## src/hdl/pmtas_pkg.sv

```systemverilog
`timescale 1ns / 1ps
// ----------------------------------------------------------------------------
// pmtas_pkg
// Types and constants shared by the page map table with address split.
// ----------------------------------------------------------------------------
package pmtas_pkg;

	localparam int LPN_W  = 16;
	localparam int PPN_W  = 32;
	localparam int PPB_W  = 11;
	localparam int BPC_W  = 17;
	localparam int CC_W   = 9;
	localparam int CHIP_W = 8;
	localparam int BLK_W  = 16;
	localparam int PIDX_W = 10;

	localparam int CFG_W     = 17;
	localparam int CFG_IDX_W = 2;

	localparam logic [CFG_IDX_W-1:0] CFG_PPB = 2'd0;
	localparam logic [CFG_IDX_W-1:0] CFG_BPC = 2'd1;
	localparam logic [CFG_IDX_W-1:0] CFG_CC  = 2'd2;

	localparam logic OP_LOOKUP = 1'b0;
	localparam logic OP_REMAP  = 1'b1;

	localparam logic [PPB_W-1:0] PPB_RST = 11'd256;
	localparam logic [BPC_W-1:0] BPC_RST = 17'd1024;
	localparam logic [CC_W-1:0]  CC_RST  = 9'd16;

	localparam logic [PPB_W-1:0] PPB_MAX = 11'd1024;
	localparam logic [BPC_W-1:0] BPC_MAX = 17'd65536;
	localparam logic [CC_W-1:0]  CC_MAX  = 9'd256;

	// shared divider: 32-bit dividend, divisor up to 17 bits
	localparam int DIV_NW = 32;
	localparam int DIV_DW = 17;

	typedef struct packed {
		logic              op;
		logic [LPN_W-1:0]  logical_page;
		logic [PPN_W-1:0]  new_physical_page;
	} cmd_t;

	typedef struct packed {
		logic              was_mapped;
		logic [PPN_W-1:0]  physical_page;
		logic [CHIP_W-1:0] chip_index;
		logic [BLK_W-1:0]  block_index;
		logic [PIDX_W-1:0] page_index;
		logic              range_error;
	} result_t;

endpackage

```

## src/hdl/pmtas_div.sv

```systemverilog
`timescale 1ns / 1ps
// ----------------------------------------------------------------------------
// pmtas_div
// Restoring divider, one quotient bit per cycle. done pulses for one cycle
// with quotient and remainder valid; a new start is taken in that cycle.
// ----------------------------------------------------------------------------
module pmtas_div (
	input  logic                          clk,
	input  logic                          arst_n,
	input  logic                          start,
	input  logic [pmtas_pkg::DIV_NW-1:0]  dividend,
	input  logic [pmtas_pkg::DIV_DW-1:0]  divisor,
	output logic                          done,
	output logic [pmtas_pkg::DIV_NW-1:0]  quotient,
	output logic [pmtas_pkg::DIV_DW-1:0]  remainder
);

	localparam int NW = pmtas_pkg::DIV_NW;
	localparam int DW = pmtas_pkg::DIV_DW;
	localparam int CW = $clog2(NW);

	logic          run_q;
	logic          done_q;
	logic [CW-1:0] cnt_q;
	logic [NW-1:0] quo_q;
	logic [DW-1:0] rem_q;
	logic [DW-1:0] div_q;

	logic [DW:0] trial;
	logic [DW:0] diff;
	logic        fits;

	assign trial = {rem_q, quo_q[NW-1]};
	assign fits  = trial >= {1'b0, div_q};
	assign diff  = trial - {1'b0, div_q};

	always_ff @(posedge clk or negedge arst_n) begin
		if (!arst_n) begin
			run_q  <= 1'b0;
			done_q <= 1'b0;
			cnt_q  <= '0;
		end else begin
			done_q <= 1'b0;
			if (start) begin
				run_q <= 1'b1;
				cnt_q <= '0;
			end else if (run_q) begin
				cnt_q <= cnt_q + 1'b1;
				if (cnt_q == CW'(NW - 1)) begin
					run_q  <= 1'b0;
					done_q <= 1'b1;
				end
			end
		end
	end

	// datapath, no reset
	always_ff @(posedge clk) begin
		if (start) begin
			quo_q <= dividend;
			rem_q <= '0;
			div_q <= divisor;
		end else if (run_q) begin
			quo_q <= {quo_q[NW-2:0], fits};
			// partial remainder stays below the divisor, so the top bit drops
			rem_q <= fits ? diff[DW-1:0] : trial[DW-1:0];
		end
	end

	assign done      = done_q;
	assign quotient  = quo_q;
	assign remainder = rem_q;

endmodule

```

## config.mk

```make
export PLATFORM = sky130hd
export DESIGN_NAME = pmtas_div
export DESIGN_NICKNAME = d
export VERILOG_FILES = /design/src/hdl/pmtas_pkg.sv /design/src/hdl/pmtas_div.sv
export SDC_FILE = /design/constraint.sdc
export NUM_CORES = 1
export LEC_CHECK = 0
export ABC_AREA = 1
export BUFFER_PORTS_ARGS = -buffer_cell sky130_fd_sc_hd__buf_2
export CAP_MARGIN = 20
export CORE_MARGIN = 2
export CORE_UTILIZATION = 49
export CTS_CLUSTER_SIZE = 30
export DETAILED_ROUTE_END_ITERATION = 8
export PLACE_DENSITY_LB_ADDON = 0.2
export SYNTH_ARGS = -nofsm -noshare
export SYNTH_HDL_FRONTEND = slang
export SYNTH_SLANG_ARGS = --single-unit
```

## constraint.sdc

```tcl
create_clock -name clk -period 2.1 [get_ports clk]
set_input_delay 0.21 -clock clk [delete_from_list [all_inputs] [get_ports clk]]
set_output_delay 0.21 -clock clk [all_outputs]
set_load 0.02 [all_outputs]
```

# Word level (Yosys, flattened, before mapping)
# Cells that the tools add are included.
# word_totals
reg_bits	73
input_bits	52
out_inout_bits	50
# op_classes
n_addsub	2
magnitude_cmp	1
n_eq_ne	1
muxes	11
n_reduce_logical	1
# op_table
operator	n
32-bit 2-to-1 mux	2
18-bit by 17-bit >= comparator with 1-bit output	1
17-bit 2-to-1 mux	1
17-bit subtractor	1
5-bit 2-to-1 mux	2
1-bit 2-to-1 mux	6
5-bit by 1-bit adder with 5-bit output (second input constant)	1
5-bit == test (second input constant)	1
2-bit nonzero test	1

# Longest topological paths before layout
# Gate-level depths: netlist of the first run.
# depth
ltp_word	4
ltp_mapped	15

# Worst setup path after synthesis of the first run
# No wires, ideal clock.
# synth_path
kind	reg-to-reg
from	reg quo_q[31] (netlist: quotient[31])
to	reg rem_q[8] (netlist: remainder[8])
t_arrival_ns	1.895
slack_ns	0.050
stages_incl_launch_ff	13
period_less_slack_ns	2.050
path_cell_list	edfxtp_1 > inv_1 > ha_1 > inv_1 > fa_1 > nand3_1 > nand3_2 > nand2_2 > buf_6 > buf_6 > nand3_2 > nand3_1 > o21ai_1
# synth_between
elab_chain_cells	2
word_cells_on_any_way	3
# synth_rtl
element	line_no	rtl
start, declared	pmtas_div.sv:25	logic [NW-1:0] quo_q;
start signal, assigned	pmtas_div.sv:60	quo_q <= dividend;
start signal, assigned	pmtas_div.sv:64	quo_q <= {quo_q[NW-2:0], fits};
17-bit subtractor / 18-bit by 17-bit >= comparator with 1-bit output (equally long branches)	pmtas_div.sv:35, pmtas_div.sv:34	
17-bit 2-to-1 mux (*)	pmtas_div.sv:66	rem_q <= fits ? diff[DW-1:0] : trial[DW-1:0];
end signal, assigned	pmtas_div.sv:66	
end, declared	pmtas_div.sv:26	logic [DW-1:0] rem_q;
# Every way passes the cells marked *; elsewhere a longest branch is shown, timed or not.
# A chain may end at the register's enable or synchronous reset.

# Final worst setup path of the first run
# layout_path
from	reg quo_q[31] (netlist: quotient[31])
to	reg rem_q[6] (netlist: remainder[6])
# The elaborated chain is that of the path after synthesis.

==> results of run 1 <==
## worst min-delay path by stage
stage                                       to  slack, ps        start
after CTS                  div_q[12]$_DFFE_PP_         20  divisor[12]
after global placement          done$_DFF_PN0_         50       arst_n
final                      div_q[12]$_DFFE_PP_         40  divisor[12]
after detailed placement        done$_DFF_PN0_         50       arst_n
after global routing       div_q[12]$_DFFE_PP_         10  divisor[12]
after floorplan           cnt_q[0]$_DFFE_PN0P_        -90       arst_n
## power groups by stage
stage	Combinational, W	Sequential, W	Clock (W)
final	0.00237	0.00193	0.00109
after global routing	0.00269	0.00196	0.00119
after CTS	0.00236	0.00193	0.00112
after detailed placement	0.00232	0.00196	0
after global placement	0.00230	0.00196	0
after floorplan	0.00154	0.00215	0
## cell families (layout without fill, tap and decap cells)
logic type | count (synthesis) | in the layout
XOR/XNOR | 7 | 7
AND/OR/NAND/NOR | 317 | 317
buffers and inverters | 93 | 212
flip-flops | 73 | 73
AO/OA/AOI/OAI | 27 | 27
adder cells (fa/ha/maj) | 20 | 20
## final cells by class
| class | instances | share of cell area |
|---|---|---|
| Clock inverter | 3 | 0.008408 |
| Multi-Input combinational cell | 371 | 0.3600 |
| Sequential cell | 73 | 0.3927 |
| Timing Repair Buffer | 117 | 0.1249 |
| Tap cell | 105 | 0.02596 |
| Clock buffer | 13 | 0.02943 |
| Inverter | 79 | 0.05861 |
## per-stage QoR
stage | util | power (W) | TNS (ps)
final | 0.6158 | 0.005392 | 0
after global routing | 0.6158 | 0.005843 | -13.29
after CTS | 0.6126 | 0.005414 | 0
after detailed placement | 0.5869 | 0.004280 | 0
after global placement | 0.5869 | 0.004266 | 0
after floorplan | - | 0.003696 | 0
## synthesized netlist by cell type, types with 5 or more instances
library cell    n  area share
a21oi_1        10       0.012
clkbuf_1        8      0.0072
dfrtp_1         7       0.042
dfxtp_1        17       0.082
edfxtp_1       49        0.35
ha_1           19       0.057
inv_1          77       0.069
nand2_1       225        0.20
nand2_2         5      0.0075
nand3_1        38       0.046
nand3b_1        9       0.016
nor2_1         22       0.020
nor3_1          8      0.0096
o21ai_0         8      0.0096
xnor2_1         7       0.015
## critical path, delay by kind of cell, from the launching register on
family,cells,cell delay (ps)
xor+xnor,1,200
fa+ha+maj,2,510
simple gates,6,510
buf+inv,2,160
compound gates,1,70
flops,1,390
## repair_timing
action,4_1_cts,5_1_grt
endpoints found under the setup margin,2,16
cloned,0,0
gates resized for setup,2,7
hold buffers,1,0
pin swaps,0,0
buffers inserted,0,1
endpoints found under the hold margin,7,0
## flip-flops by register name, summed over array words and instances, names as in the netlist
| register | cells |
|---|---|
| remainder | 17 |
| done | 1 |
| div_q | 17 |
| cnt_q | 5 |
| run_q | 1 |
| quotient | 32 |
## layer usage
metal / wire (um) / part of all wire / track usage / vias to the layer above
met5: 0 / 0 / 0 / -
met4: 134 / 0.014 / 0.07857 / 0
met3: 690 / 0.071 / 0.06500 / 10
met2: 4345 / 0.45 / 0.3588 / 116
met1: 4495 / 0.47 / 0.3054 / 1685
li1: - / - / - / 1919
==> impl_metrics.csv, run 1 <==
group,metric,value,unit
cts,root_buffer,"clkbuf_8",
critical_path,crit_path_start_kind,"flop",
cts,cts_tree,"built",
synthesis,synth_top_family_by_area,"simple AND/OR/NAND/NOR gates",
sta,whs,39.07,ps
global_route,grt_pass1_vias,3606,
detailed_routing,drt_iter0_markers,202,
synthesis,synthDistinctLibCells,31,
synthesis,synth.area.mux_share,0,
detailed_routing,ant_nets,0,
sta,layout_min_cycle_time,1950,ps
detailed_routing,drc,0,
synthesis,synthAdderAreaFrac,0.06184,
critical_path,crit_slowest_cell,"edfxtp_1",
sta,fin_ws,150.5,ps
global_route,grt_first_pass_wirelength,16400,um
pwr,power_density,1066,nW/um^2
sta,slew_viol_final,0,
cells_and_area,multi_input_area,1822,sq um
synthesis,syn_inst,537,
worst_hold_path,hold_path.class,"input pin to flop",
sta,relSlewSlack,0.7494,
cells_and_area,diodes,0,
sta,rsz0062_at_grt,"true",
synthesis,netlist_area,4168,sq um
pwr,p_comb_frac,0.439,
detailed_routing,avgViaCountPerCell,4.901,
placed_design,globalplace.congestion,0.9121,
cts,clk_latency,340,ps
critical_path,crit_path_end_kind,"flop",
sta,tightest_slew,376.0,ps
cts,path_clk_slew,80,ps
cells_and_area,fill_cells,769,
placed_design,io_buffers,101,
cells_and_area,fin_nets,723,
sta,period_share,0.9283,
pwr,p_int,0.003236,W
run,cap_violations,0,
die,die_w,96.23,um
critical_path,path_max_fanout,4,
pwr,leakagePower,2.725,nW
critical_path,crit_end,"remainder[6]$_SDFFE_PP0P_",
synthesis,synth_edf_count,49,
cells_and_area,layout-drive-gt1-share,0.2241,
global_route,antenna_found_initial,0,
cts,h-tree-depth,3,
die,pin_count,102,
critical_path,cp.arrival,2190,ps
pwr,p_sw_frac,0.4000,
cells_and_area,final_cell_mix,"nand2_1, buf_2, inv_1",
critical_path,timing.rr.start,"quotient[31]$_DFFE_PP_",
detailed_routing,wire_per_inst,12.70,um
cells_and_area,area_delta_synth_final,21.40,%
critical_path,crit_path_cell_trace,"inv_1, ha_1, inv_1, fa_2, nand3_1, nand3_2, nand2_1, nand2_1, xnor2_1, nand2_1, nand3_1, o21ai_0",
critical_path,cp_common_cell,"nand2_1",
critical_path,max_stage_delay,390,ps
synthesis,ys_ff_latch,73,
cts,cts_sinks,73,
sta,finalSetupViolCount,0,
sta,hold_violations,0,
cells_and_area,fin_cells,761,
cts,clk_path_buf_depth,2,
die,die_h,96.23,um
critical_path,r2r_slack,150,ps
global_route,gr-total-overflow,0,
cells_and_area,ff_latch_area,1987,sq um
worst_hold_path,min_delay_path_depth,1,
detailed_routing,vias,3730,
synthesis,yosys_warnings,0,
placed_design,place_area,4822,sq um
placed_design,placed_cells,743,
synthesis,synth_xor_area_frac,0.01471,
detailed_routing,drtPass1Iterations,4,
die,dieArea,9259,sq um
pwr,pwr-share-seq,0.358,
pwr,irDropWorstVdd,0.4541,mV
die,design.core.area,8217,sq um
status,outcome,"finished clean",
synthesis,synth_nets,609,
critical_path,regToRegEndpoint,"remainder[6]$_SDFFE_PP0P_",
cells_and_area,stdcell_area,5060,sq um
synthesis,synth.avg_cell_area,7.761,sq um
synthesis,ys.flop_type,"edfxtp_1",
global_route,grtUsageTotal,0.2294,
synthesis,seq_area_frac_synth,0.4767,
synthesis,synth-simple-area-share,0.3194,
detailed_routing,wirelength,9666,um
critical_path,critPathLaunch,"quotient[31]$_DFFE_PP_",
cts,cts_made_buffers,9,
die,rows,33,
pwr,clock_power_share,0.202,
placed_design,hpwl,7192,um
synthesis,synth_compound_area_frac,0.03512,
critical_path,timing_worst_setup_path_type,"flop to flop",
die,initial_core_util,0.5072,
cells_and_area,mostFrequentLayoutCell,"nand2_1",
critical_path,reg2reg_depth,12,
synthesis,async_flop_share,0.09589,
pwr,power.switching,0.002157,W
placed_design,dpl_worst_slack,19.88,ps
sta,fmax,513.0,MHz
global_route,grt_start_max_net_pins,36,
critical_path,required,2340,ps
sta,worst_clock_skew,8.990,ps
No activity file was read; power rests on OpenSTA's default activity.
==> run 2, diff against run 1 <==
--- a/config.mk
+++ b/config.mk
@@ -8,6 +8,7 @@
 export ABC_AREA = 1
 export BUFFER_PORTS_ARGS = -buffer_cell sky130_fd_sc_hd__buf_2
 export CAP_MARGIN = 20
+export CORE_ASPECT_RATIO = 1.5
 export CORE_MARGIN = 2
 export CORE_UTILIZATION = 49
 export CTS_CLUSTER_SIZE = 30
==> run 2 against run 1 <==
Net effect: via count shrank 0.29%; clock skew shrank 2.3 ps; die area grew 0.17%; utilization grew 0.34 points; maximum frequency shrank 1.9%; sequential power is essentially flat; hold slack gained 7.5 ps; worst setup slack lost 37 ps; largest cell class unchanged.
==> impl_metrics.csv, run 2 (same netlist as run 1, synthesis figures left out) <==
group,metric,value,unit
pwr,pwr-share-seq,0.330,
sta,relSlewSlack,0.7421,
run,cap_violations,0,
cts,clk_path_buf_depth,2,
detailed_routing,drc,0,
placed_design,globalplace.congestion,0.9194,
cells_and_area,diodes,0,
cts,clk_latency,340,ps
cells_and_area,layout-drive-gt1-share,0.2171,
global_route,grt_start_max_net_pins,36,
detailed_routing,wire_per_inst,12.86,um
cells_and_area,fin_nets,721,
critical_path,crit_path_start_kind,"flop",
cts,root_buffer,"clkbuf_16",
die,pin_count,102,
sta,worst_clock_skew,6.718,ps
sta,finalSetupViolCount,0,
critical_path,crit_buf_inv,2,
sta,fmax,503.4,MHz
die,dieArea,9275,sq um
cells_and_area,area_delta_synth_final,24.23,%
placed_design,place_area,4815,sq um
worst_hold_path,hold_path.class,"input pin to flop",
cells_and_area,largest_register_ffs,32,
cts,path_clk_slew,60,ps
critical_path,crit_path_cell_trace,"inv_1, ha_1, nand2_2, nor2_2, nand3_1, o21bai_1, nor2_4, buf_6, a21oi_1, o21ai_1",
pwr,power.switching,0.002276,W
cts,h-tree-depth,3,
critical_path,path_depth,10,
sta,slew_viol_final,0,
detailed_routing,ant_nets,0,
die,die_h,117.0,um
critical_path,crit_path_end_kind,"flop",
global_route,grt_pass1_vias,3651,
sta,hold_violations,0,
pwr,clock_power_share,0.254,
critical_path,cp_top_family,"simple AND/OR/NAND/NOR gates",
global_route,gr-total-overflow,0,
die,rows,41,
placed_design,io_buffers,101,
detailed_routing,drtPass1Iterations,4,
cells_and_area,stdcell_area,5177,sq um
global_route,grt_first_pass_wirelength,16330,um
pwr,leakagePower,2.786,nW
sta,tightest_slew,386.4,ps
cts,cts_tree,"built",
worst_hold_path,min_delay_path_depth,1,
placed_design,hpwl,7348,um
placed_design,placed_cells,742,
critical_path,timing_worst_setup_path_type,"flop to flop",
critical_path,crit_slowest_cell,"ha_1",
pwr,p_int,0.003598,W
global_route,grtUsageTotal,0.2289,
status,outcome,"finished clean",
cells_and_area,final_util,0.6192,
critical_path,reg2reg_depth,10,
cells_and_area,fin_cells,761,
die,design.core.area,8362,sq um
cts,cts_made_buffers,9,
detailed_routing,vias,3719,
cells_and_area,fill_cells,776,
detailed_routing,avgViaCountPerCell,4.887,
critical_path,required,2330,ps
pwr,p_comb_frac,0.416,
global_route,antenna_found_initial,0,
cells_and_area,final_cell_mix,"nand2_1, buf_2, inv_1",
detailed_routing,wirelength,9785,um
die,die_w,79.30,um
detailed_routing,drt_iter0_markers,215,
pwr,irDropWorstVdd,0.5422,mV
cts,cts_sinks,73,
critical_path,max_stage_delay,360,ps
pwr,power_density,1134,nW/um^2
sta,layout_min_cycle_time,1987,ps
pwr,p_sw_frac,0.3874,
sta,period_share,0.9460,
critical_path,path_max_fanout,13,
cells_and_area,mostFrequentLayoutCell,"nand2_1",
critical_path,cp.arrival,2220,ps
die,initial_core_util,0.4984,
-- run 2: cell count changes in the layout (fill, tap and decap cells not counted), sizes merged --
| cell | delta |
|---|---|
| clkinv | +4 |
| clkbuf | -4 |
| buf | -2 |
-- run 2: metrics by stage --
step           setup slack (ps)  setup TNS [ps]  total power (W)  hold WS, ps
2_1_floorplan             49.88               0         0.003696       -85.59
3_3_place_gp              103.6               0         0.004292        52.24
3_5_place_dp              56.11               0         0.004309        56.63
4_1_cts                   46.53               0         0.005829        32.52
5_1_grt                  -17.00          -50.28         0.006290        35.27
6_report                  113.5               0         0.005874        46.57
-- run 2: final timing paths --
kind                                      startpoint                        end  slack, ps
max reg2reg                       div_q[6]$_DFFE_PP_  remainder[1]$_SDFFE_PP0P_        110
min in group asynchronous                     arst_n             done$_DFF_PN0_        240
min                                       divisor[3]         div_q[3]$_DFFE_PP_         50
max in group asynchronous                     arst_n       cnt_q[0]$_DFFE_PN0P_       1700
min reg2reg                remainder[9]$_SDFFE_PP0P_  remainder[9]$_SDFFE_PP0P_        480
max                               div_q[6]$_DFFE_PP_  remainder[1]$_SDFFE_PP0P_        110
-- run 2: power by group through the flow --
stage	sequential, W	clock (W)	combinational (W)
3_3_place_gp	0.00196	0	0.00234
3_5_place_dp	0.00196	0	0.00235
4_1_cts	0.00194	0.00153	0.00237
6_report	0.00194	0.00149	0.00245
2_1_floorplan	0.00215	0	0.00154
5_1_grt	0.00197	0.00158	0.00275
-- run 2: what timing repair did --
| action | 4_1_cts | 5_1_grt |
|---|---|---|
| setup buffers | 0 | 2 |
| endpoints found under the hold margin | 7 | 0 |
| hold buffers | 1 | 0 |
| resized for setup | 0 | 13 |
| setup endpoints to repair | 0 | 17 |
-- run 2: routing by layer --
layer	global-route usage	wire length, um
met1	0.2544	3910
met2	0.4175	5097
met3	0.05905	559
met4	0.08851	218
met5	0	0
-- run 2: cell type report --
class	instances	area, sq um	share of cell area
tap	107	133.9	0.02586
inverter	79	296.5	0.05727
timing repair buffer	115	640.6	0.1237
multi-input combinational	371	1833	0.3540
clock buffer	9	225.2	0.04350
sequential	73	1987	0.3838
clock inverter	7	61.31	0.01184
